File: src/rtl/pai_pkg.sv
package pai_pkg;

  // Table size default
  localparam int MaxObjectsDef = 4;

  // Field widths
  localparam int CoordW = 12;
  localparam int CountW = 3;
  localparam int IndexW = 2;
  localparam int SqW    = 25;   // dx*dx + dy*dy, at most 2*4095^2
  localparam int RootW  = 13;   // isqrt of SqW bits
  localparam int QuoW   = 13;   // drop quotient, below 2*full
  localparam int DivCntW = 4;

  localparam int InTdataW  = 56;
  localparam int OutTdataW = 16;

  // Register reset values
  localparam logic [CountW-1:0] ObjectCountRst  = '0;
  localparam logic [CoordW-1:0] DeadbandLowRst  = 12'd1900;
  localparam logic [CoordW-1:0] DeadbandHighRst = 12'd2050;
  localparam logic [CoordW-1:0] CenterValueRst  = 12'd2048;
  localparam logic [CoordW-1:0] ActDistRst      = 12'd1000;
  localparam logic [CoordW-1:0] FullIntRst      = 12'd3000;

  // First trial bit of the square root, highest power of four below 2^SqW
  localparam logic [SqW-1:0] RootBitInit = 25'h100_0000;

  // Register indexes on the config port
  typedef enum logic [2:0] {
    CFG_OBJECT_COUNT  = 3'd0,
    CFG_DEADBAND_LOW  = 3'd1,
    CFG_DEADBAND_HIGH = 3'd2,
    CFG_CENTER_VALUE  = 3'd3,
    CFG_ACT_DISTANCE  = 3'd4,
    CFG_FULL_INTENSITY = 3'd5
  } cfg_index_t;

  // Input word kind (tuser)
  typedef enum logic {
    MODE_LOAD  = 1'b0,
    MODE_QUERY = 1'b1
  } mode_t;

  typedef enum logic [2:0] {
    S_IDLE,
    S_READ,
    S_EVAL,
    S_CALC,
    S_OUT
  } walk_state_t;

  typedef enum logic [2:0] {
    C_IDLE,
    C_SQX,
    C_SQY,
    C_ROOT,
    C_SCALE,
    C_DIV,
    C_FIN
  } calc_state_t;

  typedef struct packed {
    logic              start;
    logic [CoordW-1:0] dx;
    logic [CoordW-1:0] dy;
  } calc_req_t;

  typedef struct packed {
    logic            done;
    logic [QuoW-1:0] drop;
  } calc_rsp_t;

endpackage

File: src/rtl/proximity_alert_intensity.sv
// Channel   Dir  Word contents (low bit up)
// s_axis    in   tuser: mode; tdata: object_index, object_x, object_y, probe_x, probe_y
// m_axis    out  tdata: intensity (one word per query, none per load)
// cfg       in   cfg_index selects register, cfg_data written when cfg_wr_en is high
//
// A load writes one table entry. A query walks the counted entries and stops early
// on an exact hit; each entry in range goes through the shared root/divide unit
// (one root bit, one quotient bit per cycle). Reset clears control and config
// registers; the object table is not cleared. s_axis_tready is high only while no
// query is in flight; a finished result sits in the output register so the next
// word is taken while it waits.
module proximity_alert_intensity #(
  parameter int MAX_OBJECTS = pai_pkg::MaxObjectsDef
) (
  input  logic                            clk,
  input  logic                            rst,
  // config write port
  input  logic                            cfg_wr_en,
  input  logic [2:0]                      cfg_index,
  input  logic [pai_pkg::CoordW-1:0]      cfg_data,
  // input words
  input  logic                            s_axis_tvalid,
  output logic                            s_axis_tready,
  // [1:0] object_index, [13:2] object_x, [25:14] object_y,
  // [37:26] probe_x, [49:38] probe_y, rest zero
  input  logic [pai_pkg::InTdataW-1:0]    s_axis_tdata,
  // [0] mode
  input  logic                            s_axis_tuser,
  // result words
  output logic                            m_axis_tvalid,
  input  logic                            m_axis_tready,
  // [11:0] intensity, rest zero
  output logic [pai_pkg::OutTdataW-1:0]   m_axis_tdata
);

  localparam int AW = (MAX_OBJECTS > 1) ? $clog2(MAX_OBJECTS) : 1;
  localparam int EW = 2 * pai_pkg::CoordW;

  // config registers
  logic [pai_pkg::CountW-1:0] object_count;
  logic [pai_pkg::CoordW-1:0] deadband_low;
  logic [pai_pkg::CoordW-1:0] deadband_high;
  logic [pai_pkg::CoordW-1:0] center_value;
  logic [pai_pkg::CoordW-1:0] activation_distance;
  logic [pai_pkg::CoordW-1:0] full_intensity;

  always_ff @(posedge clk) begin
    if (rst) begin
      object_count        <= pai_pkg::ObjectCountRst;
      deadband_low        <= pai_pkg::DeadbandLowRst;
      deadband_high       <= pai_pkg::DeadbandHighRst;
      center_value        <= pai_pkg::CenterValueRst;
      activation_distance <= pai_pkg::ActDistRst;
      full_intensity      <= pai_pkg::FullIntRst;
    end else if (cfg_wr_en) begin
      case (cfg_index)
        pai_pkg::CFG_OBJECT_COUNT:   object_count <= cfg_data[pai_pkg::CountW-1:0];
        pai_pkg::CFG_DEADBAND_LOW:   deadband_low <= cfg_data;
        pai_pkg::CFG_DEADBAND_HIGH:  deadband_high <= cfg_data;
        pai_pkg::CFG_CENTER_VALUE:   center_value <= cfg_data;
        pai_pkg::CFG_ACT_DISTANCE:   activation_distance <= cfg_data;
        pai_pkg::CFG_FULL_INTENSITY: full_intensity <= cfg_data;
        default: ;  // indexes past the list are dropped
      endcase
    end
  end

  // input word unpack
  logic                       in_acc;
  logic [pai_pkg::IndexW-1:0] in_index;
  logic [pai_pkg::CoordW-1:0] in_ox, in_oy, in_px, in_py;
  logic [pai_pkg::CoordW-1:0] snap_x, snap_y;
  logic [pai_pkg::CountW-1:0] lim_in;

  assign in_acc   = s_axis_tvalid && s_axis_tready;
  assign in_index = s_axis_tdata[1:0];
  assign in_ox    = s_axis_tdata[13:2];
  assign in_oy    = s_axis_tdata[25:14];
  assign in_px    = s_axis_tdata[37:26];
  assign in_py    = s_axis_tdata[49:38];

  // dead band: strictly inside snaps to center
  assign snap_x = (in_px > deadband_low && in_px < deadband_high) ? center_value : in_px;
  assign snap_y = (in_py > deadband_low && in_py < deadband_high) ? center_value : in_py;

  // entries walked: count clipped to table size
  assign lim_in = (int'(object_count) < MAX_OBJECTS) ? object_count
                                                     : pai_pkg::CountW'(MAX_OBJECTS);

  // walk state
  pai_pkg::walk_state_t state, state_next;

  logic [pai_pkg::CoordW-1:0] px, py;
  logic [pai_pkg::CountW-1:0] idx, lim;
  logic [pai_pkg::CoordW-1:0] best;
  logic [pai_pkg::CoordW-1:0] intensity;

  // object table, one synchronous read port
  logic [EW-1:0] mem [MAX_OBJECTS];
  logic [EW-1:0] rd_data;
  logic          mem_we;

  always_ff @(posedge clk) begin
    if (mem_we) mem[AW'(in_index)] <= {in_oy, in_ox};
    rd_data <= mem[AW'(idx)];
  end

  // per-entry test on the word read last cycle
  logic [pai_pkg::CoordW-1:0] ox, oy, dx, dy;
  logic                       hit, in_range, last;

  assign ox       = rd_data[pai_pkg::CoordW-1:0];
  assign oy       = rd_data[EW-1:pai_pkg::CoordW];
  assign dx       = (ox > px) ? ox - px : px - ox;
  assign dy       = (oy > py) ? oy - py : py - oy;
  assign hit      = (dx == '0) && (dy == '0);
  assign in_range = (activation_distance != '0) &&
                    (dx <= activation_distance) && (dy <= activation_distance);
  assign last     = (pai_pkg::CountW'(idx + 1'b1) == lim);

  // root / divide unit
  pai_pkg::calc_req_t req;
  pai_pkg::calc_rsp_t rsp;

  pai_calc u_calc (
    .clk  (clk),
    .rst  (rst),
    .act  (activation_distance),
    .full (full_intensity),
    .req  (req),
    .rsp  (rsp)
  );

  logic                       cand_ok;
  logic [pai_pkg::CoordW-1:0] cand;

  // drop below full gives a positive value; otherwise the entry adds nothing
  assign cand_ok = rsp.drop < {1'b0, full_intensity};
  assign cand    = full_intensity - rsp.drop[pai_pkg::CoordW-1:0];

  always_ff @(posedge clk) begin
    if (rst) begin
      state <= pai_pkg::S_IDLE;
    end else begin
      state <= state_next;
    end
  end

  always_comb begin
    state_next = state;
    case (state)
      pai_pkg::S_IDLE: begin
        if (in_acc && s_axis_tuser == pai_pkg::MODE_QUERY) begin
          state_next = (lim_in == '0) ? pai_pkg::S_OUT : pai_pkg::S_READ;
        end
      end
      pai_pkg::S_READ: state_next = pai_pkg::S_EVAL;
      pai_pkg::S_EVAL: begin
        if (hit) begin
          state_next = pai_pkg::S_OUT;       // exact collision ends the walk
        end else if (in_range) begin
          state_next = pai_pkg::S_CALC;
        end else begin
          state_next = last ? pai_pkg::S_OUT : pai_pkg::S_READ;
        end
      end
      pai_pkg::S_CALC: begin
        if (rsp.done) state_next = last ? pai_pkg::S_OUT : pai_pkg::S_READ;
      end
      pai_pkg::S_OUT: begin
        if (!m_axis_tvalid || m_axis_tready) state_next = pai_pkg::S_IDLE;
      end
      default: state_next = pai_pkg::S_IDLE;
    endcase
  end

  always_comb begin
    s_axis_tready = (state == pai_pkg::S_IDLE);
    mem_we        = in_acc && (s_axis_tuser == pai_pkg::MODE_LOAD) &&
                    (int'(in_index) < MAX_OBJECTS);
    req.start     = (state == pai_pkg::S_EVAL) && !hit && in_range;
    req.dx        = dx;
    req.dy        = dy;
  end

  // walk datapath
  always_ff @(posedge clk) begin
    case (state)
      pai_pkg::S_IDLE: begin
        if (in_acc && s_axis_tuser == pai_pkg::MODE_QUERY) begin
          px   <= snap_x;
          py   <= snap_y;
          idx  <= '0;
          lim  <= lim_in;
          best <= '0;
        end
      end
      pai_pkg::S_EVAL: begin
        if (hit) begin
          best <= full_intensity;
        end else if (!in_range) begin
          idx <= idx + 1'b1;
        end
      end
      pai_pkg::S_CALC: begin
        if (rsp.done) begin
          if (cand_ok && cand > best) best <= cand;
          idx <= idx + 1'b1;
        end
      end
      default: ;
    endcase
  end

  // output register
  always_ff @(posedge clk) begin
    if (rst) begin
      m_axis_tvalid <= 1'b0;
    end else if (state == pai_pkg::S_OUT && (!m_axis_tvalid || m_axis_tready)) begin
      m_axis_tvalid <= 1'b1;
    end else if (m_axis_tready) begin
      m_axis_tvalid <= 1'b0;
    end
  end

  always_ff @(posedge clk) begin
    if (state == pai_pkg::S_OUT && (!m_axis_tvalid || m_axis_tready)) intensity <= best;
  end

  assign m_axis_tdata = {{(pai_pkg::OutTdataW-pai_pkg::CoordW){1'b0}}, intensity};

`ifndef SYNTHESIS
  a_read_latency: assert property (@(posedge clk) disable iff (rst)
    state == pai_pkg::S_EVAL |-> $past(state) == pai_pkg::S_READ)
    else $error("entry evaluated without a read the cycle before");

  a_done_in_calc: assert property (@(posedge clk) disable iff (rst)
    rsp.done |-> state == pai_pkg::S_CALC)
    else $error("calc result with nobody waiting");

  a_idx_bound: assert property (@(posedge clk) disable iff (rst)
    state == pai_pkg::S_READ |-> idx < lim)
    else $error("walk read past the counted entries");
`endif

endmodule

File: src/rtl/pai_calc.sv
// Drop term for one object: floor(isqrt(dx^2+dy^2)) * full / act.
// One shared 13x12 multiplier, one root bit and one quotient bit per cycle.
module pai_calc (
  input  logic                         clk,
  input  logic                         rst,
  input  logic [pai_pkg::CoordW-1:0]   act,
  input  logic [pai_pkg::CoordW-1:0]   full,
  input  pai_pkg::calc_req_t           req,
  output pai_pkg::calc_rsp_t           rsp
);

  pai_pkg::calc_state_t state, state_next;

  logic [pai_pkg::CoordW-1:0]  dx_r;
  logic [pai_pkg::CoordW-1:0]  dy_r;
  logic [pai_pkg::SqW-1:0]     acc;
  logic [pai_pkg::SqW-1:0]     res;
  logic [pai_pkg::SqW-1:0]     bitv;
  logic [pai_pkg::SqW-1:0]     rem;
  logic [pai_pkg::SqW-1:0]     dvsr;
  logic [pai_pkg::QuoW-1:0]    quo;
  logic [pai_pkg::DivCntW-1:0] cnt;

  logic [pai_pkg::RootW-1:0]   mul_a;
  logic [pai_pkg::CoordW-1:0]  mul_b;
  logic [pai_pkg::SqW-1:0]     prod;
  logic [pai_pkg::SqW:0]       trial;
  logic                        take_root;
  logic                        ge;

  assign prod      = {{(pai_pkg::SqW-pai_pkg::RootW){1'b0}}, mul_a}
                   * {{(pai_pkg::SqW-pai_pkg::CoordW){1'b0}}, mul_b};
  assign trial     = {1'b0, res} + {1'b0, bitv};
  assign take_root = {1'b0, acc} >= trial;
  assign ge        = rem >= dvsr;

  always_ff @(posedge clk) begin
    if (rst) begin
      state <= pai_pkg::C_IDLE;
    end else begin
      state <= state_next;
    end
  end

  always_comb begin
    state_next = state;
    case (state)
      pai_pkg::C_IDLE:  if (req.start) state_next = pai_pkg::C_SQX;
      pai_pkg::C_SQX:   state_next = pai_pkg::C_SQY;
      pai_pkg::C_SQY:   state_next = pai_pkg::C_ROOT;
      pai_pkg::C_ROOT:  if (bitv[0]) state_next = pai_pkg::C_SCALE;
      pai_pkg::C_SCALE: state_next = pai_pkg::C_DIV;
      pai_pkg::C_DIV:   if (cnt == '0) state_next = pai_pkg::C_FIN;
      pai_pkg::C_FIN:   state_next = pai_pkg::C_IDLE;
      default:          state_next = pai_pkg::C_IDLE;
    endcase
  end

  always_comb begin
    rsp.done = (state == pai_pkg::C_FIN);
    rsp.drop = quo;
    case (state)
      pai_pkg::C_SQX: begin
        mul_a = {1'b0, dx_r};
        mul_b = dx_r;
      end
      pai_pkg::C_SQY: begin
        mul_a = {1'b0, dy_r};
        mul_b = dy_r;
      end
      default: begin
        mul_a = res[pai_pkg::RootW-1:0];
        mul_b = full;
      end
    endcase
  end

  always_ff @(posedge clk) begin
    case (state)
      pai_pkg::C_IDLE: begin
        if (req.start) begin
          dx_r <= req.dx;
          dy_r <= req.dy;
        end
      end
      pai_pkg::C_SQX: acc <= prod;
      pai_pkg::C_SQY: begin
        acc  <= acc + prod;
        res  <= '0;
        bitv <= pai_pkg::RootBitInit;
      end
      pai_pkg::C_ROOT: begin
        // bitwise square root, one result bit per cycle
        if (take_root) begin
          acc <= acc - trial[pai_pkg::SqW-1:0];
          res <= (res >> 1) + bitv;
        end else begin
          res <= res >> 1;
        end
        bitv <= bitv >> 2;
      end
      pai_pkg::C_SCALE: begin
        rem  <= prod;
        dvsr <= {1'b0, act, {(pai_pkg::QuoW-1){1'b0}}};
        quo  <= '0;
        cnt  <= pai_pkg::DivCntW'(pai_pkg::QuoW - 1);
      end
      pai_pkg::C_DIV: begin
        // restoring divide; quotient fits QuoW bits since dist <= 1.42*act
        if (ge) rem <= rem - dvsr;
        quo  <= {quo[pai_pkg::QuoW-2:0], ge};
        dvsr <= dvsr >> 1;
        cnt  <= cnt - 1'b1;
      end
      default: ;
    endcase
  end

`ifndef SYNTHESIS
  a_start_idle: assert property (@(posedge clk) disable iff (rst)
    req.start |-> state == pai_pkg::C_IDLE)
    else $error("calc started while busy");

  a_root_bit: assert property (@(posedge clk) disable iff (rst)
    state == pai_pkg::C_ROOT |-> $onehot(bitv))
    else $error("root trial bit lost");

  a_div_cnt: assert property (@(posedge clk) disable iff (rst)
    state == pai_pkg::C_DIV |-> cnt <= pai_pkg::DivCntW'(pai_pkg::QuoW - 1))
    else $error("divide step count out of range");
`endif

endmodule

File: config.mk
export PLATFORM = sky130hd
export DESIGN_NAME = proximity_alert_intensity
export DESIGN_NICKNAME = d
export VERILOG_FILES = /design/src/rtl/pai_pkg.sv /design/src/rtl/proximity_alert_intensity.sv /design/src/rtl/pai_calc.sv
export SDC_FILE = /design/constraint.sdc
export NUM_CORES = 1
export LEC_CHECK = 0
export ABC_AREA = 1
export BUFFER_PORTS_ARGS = -buffer_cell sky130_fd_sc_hd__buf_2
export CAP_MARGIN = 20
export CORE_ASPECT_RATIO = 0.5
export CORE_MARGIN = 2
export CORE_UTILIZATION = 65
export CTS_CLUSTER_SIZE = 40
export DETAILED_ROUTE_END_ITERATION = 16
export PLACE_DENSITY = 0.88
export SLEW_MARGIN = 25
export SYNTH_ARGS = -nofsm -noshare
export SYNTH_HDL_FRONTEND = slang
export SYNTH_SLANG_ARGS = --single-unit
File: constraint.sdc
create_clock -name clk -period 22.2 [get_ports clk]
set_input_delay 4.44 -clock clk [delete_from_list [all_inputs] [get_ports clk]]
set_output_delay 4.44 -clock clk [all_outputs]
set_load 0.005 [all_outputs]
# == Word-level counts from Yosys, hierarchy flattened ==
# Memories as Yosys holds them, arrays and structs flattened. A register that Yosys moved wholly into a read port is not among the register bits.
# Cells that the tools add are included.
# op_classes
n_addsub,12
multipliers,1
n_div,0
n_lt_le_gt_ge,13
n_eq_ne,28
shifts,0
mux,43
bitwise_logic,1
n_reduce_logical,42
# op_table
operator,count
$pmux 25 s2,4
$mux 12,8
$mux 25,3
$pmux 25 s3,1
$gt 12x12->1,5
$sub 12x12->12,5
$pmux 13 s2,2
$sub 25x25->25,2
$mux 3,15
$pmux 12 s3,1
$add 25x25->26,1
$ge 25x26->1,1
$add 24x25->25,1
$add 25x25->25,1
$ge 25x25->1,1
$mul 13x12->25,1
$le 12x12->1,2
$logic_not 12->1,2
$lt 12x12->1,2
$pmux 12 s2,1
$reduce_and 2->1,10
$eq 3x2->1 const B,6
$eq 3x3->1 const B,6
$pmux 3 s6,1
other kinds (23),58
# totals
regBits,290
latchBits,0
ram_bits,96
romBits,0
input_bits,77
output_inout_bits,18
elab_cells,165
memories,1
# mem_list
memory,depth,width,read_ports,rd_clocked_by_memory_dff,wr,line_no,rtl
mem,4,24,1,1,1,proximity_alert_intensity.sv:99,logic [EW-1:0] mem [MAX_OBJECTS];

# == Depth between registers and ports, before layout ==
# logic_depth
depth_word,9
mapped_depth,49
ltp_nobuf,47

# == Cells and area by module ==
# A second synthesis with hierarchy kept.
# unflattened
cells_unflattened,4025
hier_area_um2,31910.6
# modules_own_cells
mod,n_inst,cells_per_inst,area_each_um2,seq_area_each_um2
pai_calc,1,2284,17344.1,4654.5
proximity_alert_intensity,1,1741,14566.5,6326.1

# == Worst setup path after synthesis ==
# Ideal clock, no wire load.
# synth_timing
path_kind,register -> register
from,reg u_calc.state[1]
to,reg u_calc.acc[23] (netlist name) (data pin)
setup_ns,0.320
t_arrival_ns,7.488
required_ns,21.880
setup_slack_ns,14.393
path_stages_with_launch,41
path_buffers,2
synth_period_minus_slack_ns,7.807
cell_sequence,dfxtp_1 inv_1 nand2_1 nor2_1 clkbuf_1 nand2_1 nand3_1 o21ai_0 inv_1 clkbuf_1 nand2_1 fa_1 fa_1 inv_1 fa_1 fa_1 inv_1 fa_1 [... 5 more ...] nand2_1 nand2_1 nor2_1 inv_2 nor3b_2 nand4_1 xor2_1 o21ai_1 ha_1 nand2_1 nor4_1 nand3_1 nand3_1 a21oi_1 o21bai_1 nand2_1 inv_1 o22ai_1
# synth_between
elab_chain_cells,5
elab_cells_between_ends,8
cone_classes,add/sub: 1; mul: 1; eq/ne: 3; mux: 3
# synth_rtl
element,line_no,rtl
start: declaration,pai_calc.sv:12,"pai_pkg::calc_state_t state, state_next;"
start signal: assignment,pai_calc.sv:39,state <= pai_pkg::C_IDLE;
start signal: assignment,pai_calc.sv:41,state <= state_next;
$eq 3x2->1 or $eq 3x1->1 (tied branches),"pai_calc.sv:62, pai_calc.sv:79",
$pmux 13 s2 or $pmux 12 s2 (tied branches),pai_calc.sv:62,case (state)
$mul 13x12->25,pai_calc.sv:32,"* {{(pai_pkg::SqW-pai_pkg::CoordW){1'b0}}, mul_b};"
$add 25x25->25,pai_calc.sv:88,acc <= acc + prod;
$pmux 25 s3 (*),pai_calc.sv:79,case (state)
end signal: assignment,pai_calc.sv:86,pai_pkg::C_SQX: acc <= prod;
end signal: assignment,pai_calc.sv:88,
end signal: assignment,pai_calc.sv:95,acc <= acc - trial[pai_pkg::SqW-1:0];
end: declaration,pai_calc.sv:16,logic [pai_pkg::SqW-1:0] acc;
# Mark *: on every way between the ends. The rest lies on a longest branch, timed or not.
# A chain may end at the register's enable or synchronous reset.

# == Worst setup path in the final report ==
# layout_timing
from,reg u_calc.state[1]
to,reg u_calc.acc[24] (netlist name) (data pin)
# The elaborated chain is that of the path after synthesis.

==> reports/metrics.cfg <==
[worst_hold_path]
hold_end=intensity[10]
hold_start=best[10]
hold_depth=0
worstHoldPathType=flop to flop

[sta]
hold_viol=0
drv_slew=0
tightest_slew_ns=1.013
setup_viol=0
rsz0062_at_grt=false
slew-limit-headroom_pct=32.04
setup_tns_ns=0
fin_crit_ns=10.27
fmax_ghz=0.09737
finClkSkew_ns=0.02586
fin_crit_sh_pct=46.26

[placement]
gp_congestion=0.9855
portBuffers=84
place_hpwl_microns=66660

[cells_and_area]
nets=4622
layout-drive-gt1-share_pct=6.208
synthToLayoutAreaGrowth_pct=7.489
fillCellCount=3759
n_antenna_cell=0

[setup_path]
crit_start=u_calc.state[1]
cp_max_fo=37
cp-end-kind=flop
crit_slowest_cell=a21oi_4
crit_required_ns=22.51
worst_ep_arrival_time_ns=10.58
r2r-end=u_calc.acc[24]
timing.rr.start=u_calc.state[1]
cpPeakStageDelay_ns=0.75
crit_path_frequent_cell=nand2_1
startpoint_type=flop
crit_type=flop to flop
reg2reg_depth=40
r2r_slack_ns=11.93

[route]
wl_per_cell_microns=17.91
postRouteAntennaNets=0
routed_wl_microns=85750
drc=0
vias_per_cell=5.853
drt_iter0_markers=2813
drt_pre_antenna_iters=6
vias=28030

[grt]
grt_max_degree=76
antenna_found_initial=1
track_usage_pct=33.78
overflow=0
grt_pass1_wl_microns=136600
grt_pass1_vias=26849

[synth]
synth-edff-count=303
syn_area_per_cell_sq_um=7.887
ys_seq_area_share_pct=34.41
synth-seq-cells=397
ys_types=67
synth_area_sq_mm=0.03191
synthArstFlopShare_pct=0
ys.flop_type=edfxtp_1
syn_inst=4046
synth.yosys.warnings=0

[clock_tree]
cts_tree=yes
ctsRootBufferMaster=clkbuf_16
hold_buffers=0
clockBufferDepth=3
clk_pin_slew_ns=0.07
htree_levels=2
clk_latency_ns=0.58
cts_buffers=37
cts_setup_buffers=0
cts_resized=0
cts_sinks=397

[die]
fp-row-count=57
ioPinCount=95
chipHeight_microns=160.7
initial_core_util_pct=65.80
core_sq_mm=0.04850
dieArea_sq_mm=0.05099
fp.dieW_microns=317.4

[status]
status=finished clean

[job]
maxCapViolCount=0

==> worst max-delay path: cells and delay by family (launching register included) <==
family,cells,cell delay [ns]
xor+xnor,2,0.95
buf+inv,6,0.92
simple gates,17,2.34
flops,1,0.33
compound gates,8,2.19
fa+ha+maj,7,3.23
==> layer usage <==
layer  GRT usage (%)  share of wire (%)  wire, microns
met5               0              0.034             29
met1           44.39                 41          35240
met2           55.36                 46          39210
met4           13.47                4.3           3683
met3           6.418                8.8           7584
==> worst max path at each step <==
stage / endpoint / slack [ns]
2_1_floorplan: u_calc.acc[23] / 14.39
3_3_place_gp: u_calc.acc[24] / 12.40
3_5_place_dp: u_calc.acc[24] / 12.17
4_1_cts: u_calc.acc[24] / 12.09
5_1_grt: u_calc.acc[24] / 11.38
6_report: u_calc.acc[24] / 11.93
==> registers in the layout, summed over array words and instances (netlist names), 4 cells and up <==
signal and count:
u_calc.cnt 4, deadband_low 12, u_calc.rem 25, u_calc.acc 25
u_calc.dy_r 12, mem 96, activation_distance 12, u_calc.dvsr 24
best 12, u_calc.bitv 13, u_calc.dx_r 12, py 12
px 12, u_calc.quo 13, deadband_high 12, u_calc.res 25
center_value 12, intensity 12, full_intensity 12, rd_data 24
==> per-stage QoR <==
stage	instances	util, %	worst slack [ns]	instance area [sq um]	hold slack [ns]
after detailed placement	4721	68.11	12.17	33030	0.4374
after CTS	4789	70.72	12.09	34300	0.4531
final	4789	70.73	11.93	34300	0.4561
after global placement	4721	68.11	12.40	33030	0.4408
after global routing	4789	70.73	11.38	34300	0.4696
after floorplan	4049	-	14.39	31920	0.4264
==> placed cells by master (no fill, tap or decap), types with 6 or more instances in the layout <==
cell	n
o22ai_1	35
clkinv_2	8
o21ai_1	19
nand2_2	10
fa_1	117
nand3_1	187
nor3_2	7
o21ai_0	275
or2_2	20
dfxtp_1	94
ha_1	317
clkbuf_16	38
nand3_4	6
clkinv_1	7
buf_2	84
o21bai_1	8
a21boi_0	9
nor2_1	328
nand3b_1	8
inv_2	9
nor2_4	7
inv_1	690
edfxtp_1	303
o211ai_1	36
nand4_1	58
xor2_1	62
xnor2_1	32
nand2_1	956
a31oi_1	23
buf_4	25
clkbuf_1	7
nor4_1	13
nor3_1	25
a21o_1	7
a21oi_1	225
==> synth_stat cells, types with 5 or more instances <==
cell type,number,share of area (%)
o21bai_1,8,0.19
a21oi_1,227,3.6
dfxtp_1,94,5.9
a21o_1,7,0.16
clkinv_1,5,0.059
xnor2_1,32,0.88
ha_1,317,12
o211ai_1,36,0.85
o22ai_1,35,0.69
nor2_1,330,3.9
nor3_1,31,0.49
o21a_1,5,0.12
edfxtp_1,303,29
xor2_1,62,1.7
nand3_2,5,0.16
fa_1,117,7.3
buf_4,8,0.19
or2_2,20,0.39
inv_2,9,0.11
a31oi_1,23,0.45
inv_1,691,8.1
nand4_1,58,1.1
nor4_1,14,0.27
a21boi_0,9,0.21
o21ai_0,276,4.3
nor2_4,6,0.21
nand3b_1,8,0.19
nand3_4,6,0.33
nand3_1,187,2.9
nand2_2,9,0.18
o31ai_1,5,0.12
clkbuf_1,68,0.80
o21ai_1,19,0.30
nand2_1,957,11
==> kinds of logic (layout without fill, tap and decap cells) <==
family | after synthesis | in the layout | share of synthesized area, %
AOI/OAI and AO/OA | 676 | 676 | 11.70
xor gates and xnor gates | 95 | 95 | 2.631
adders and majority gates | 434 | 434 | 19.77
buffers and inverters | 791 | 882 | 9.469
DFF | 397 | 397 | 34.41
other | 1 | 4 | 0.01175
and+or+nand+nor | 1652 | 1652 | 22.01
==> final cells by class <==
class                      count  area (sq um)  share of cell area, %
timing repair buffer         109         608.1                  1.773
inverter                     705          2646                  7.715
sequential                   397         10980                  32.01
clock inverter                19         234.0                 0.6821
clock buffer                  49          1032                  3.009
tap                          649         812.0                  2.367
multi-input combinational   2861         17990                  52.44
Power is left out: the tool's default activity adds up to more than one toggle a clock period on the data nets, which glitch-free logic cannot reach.
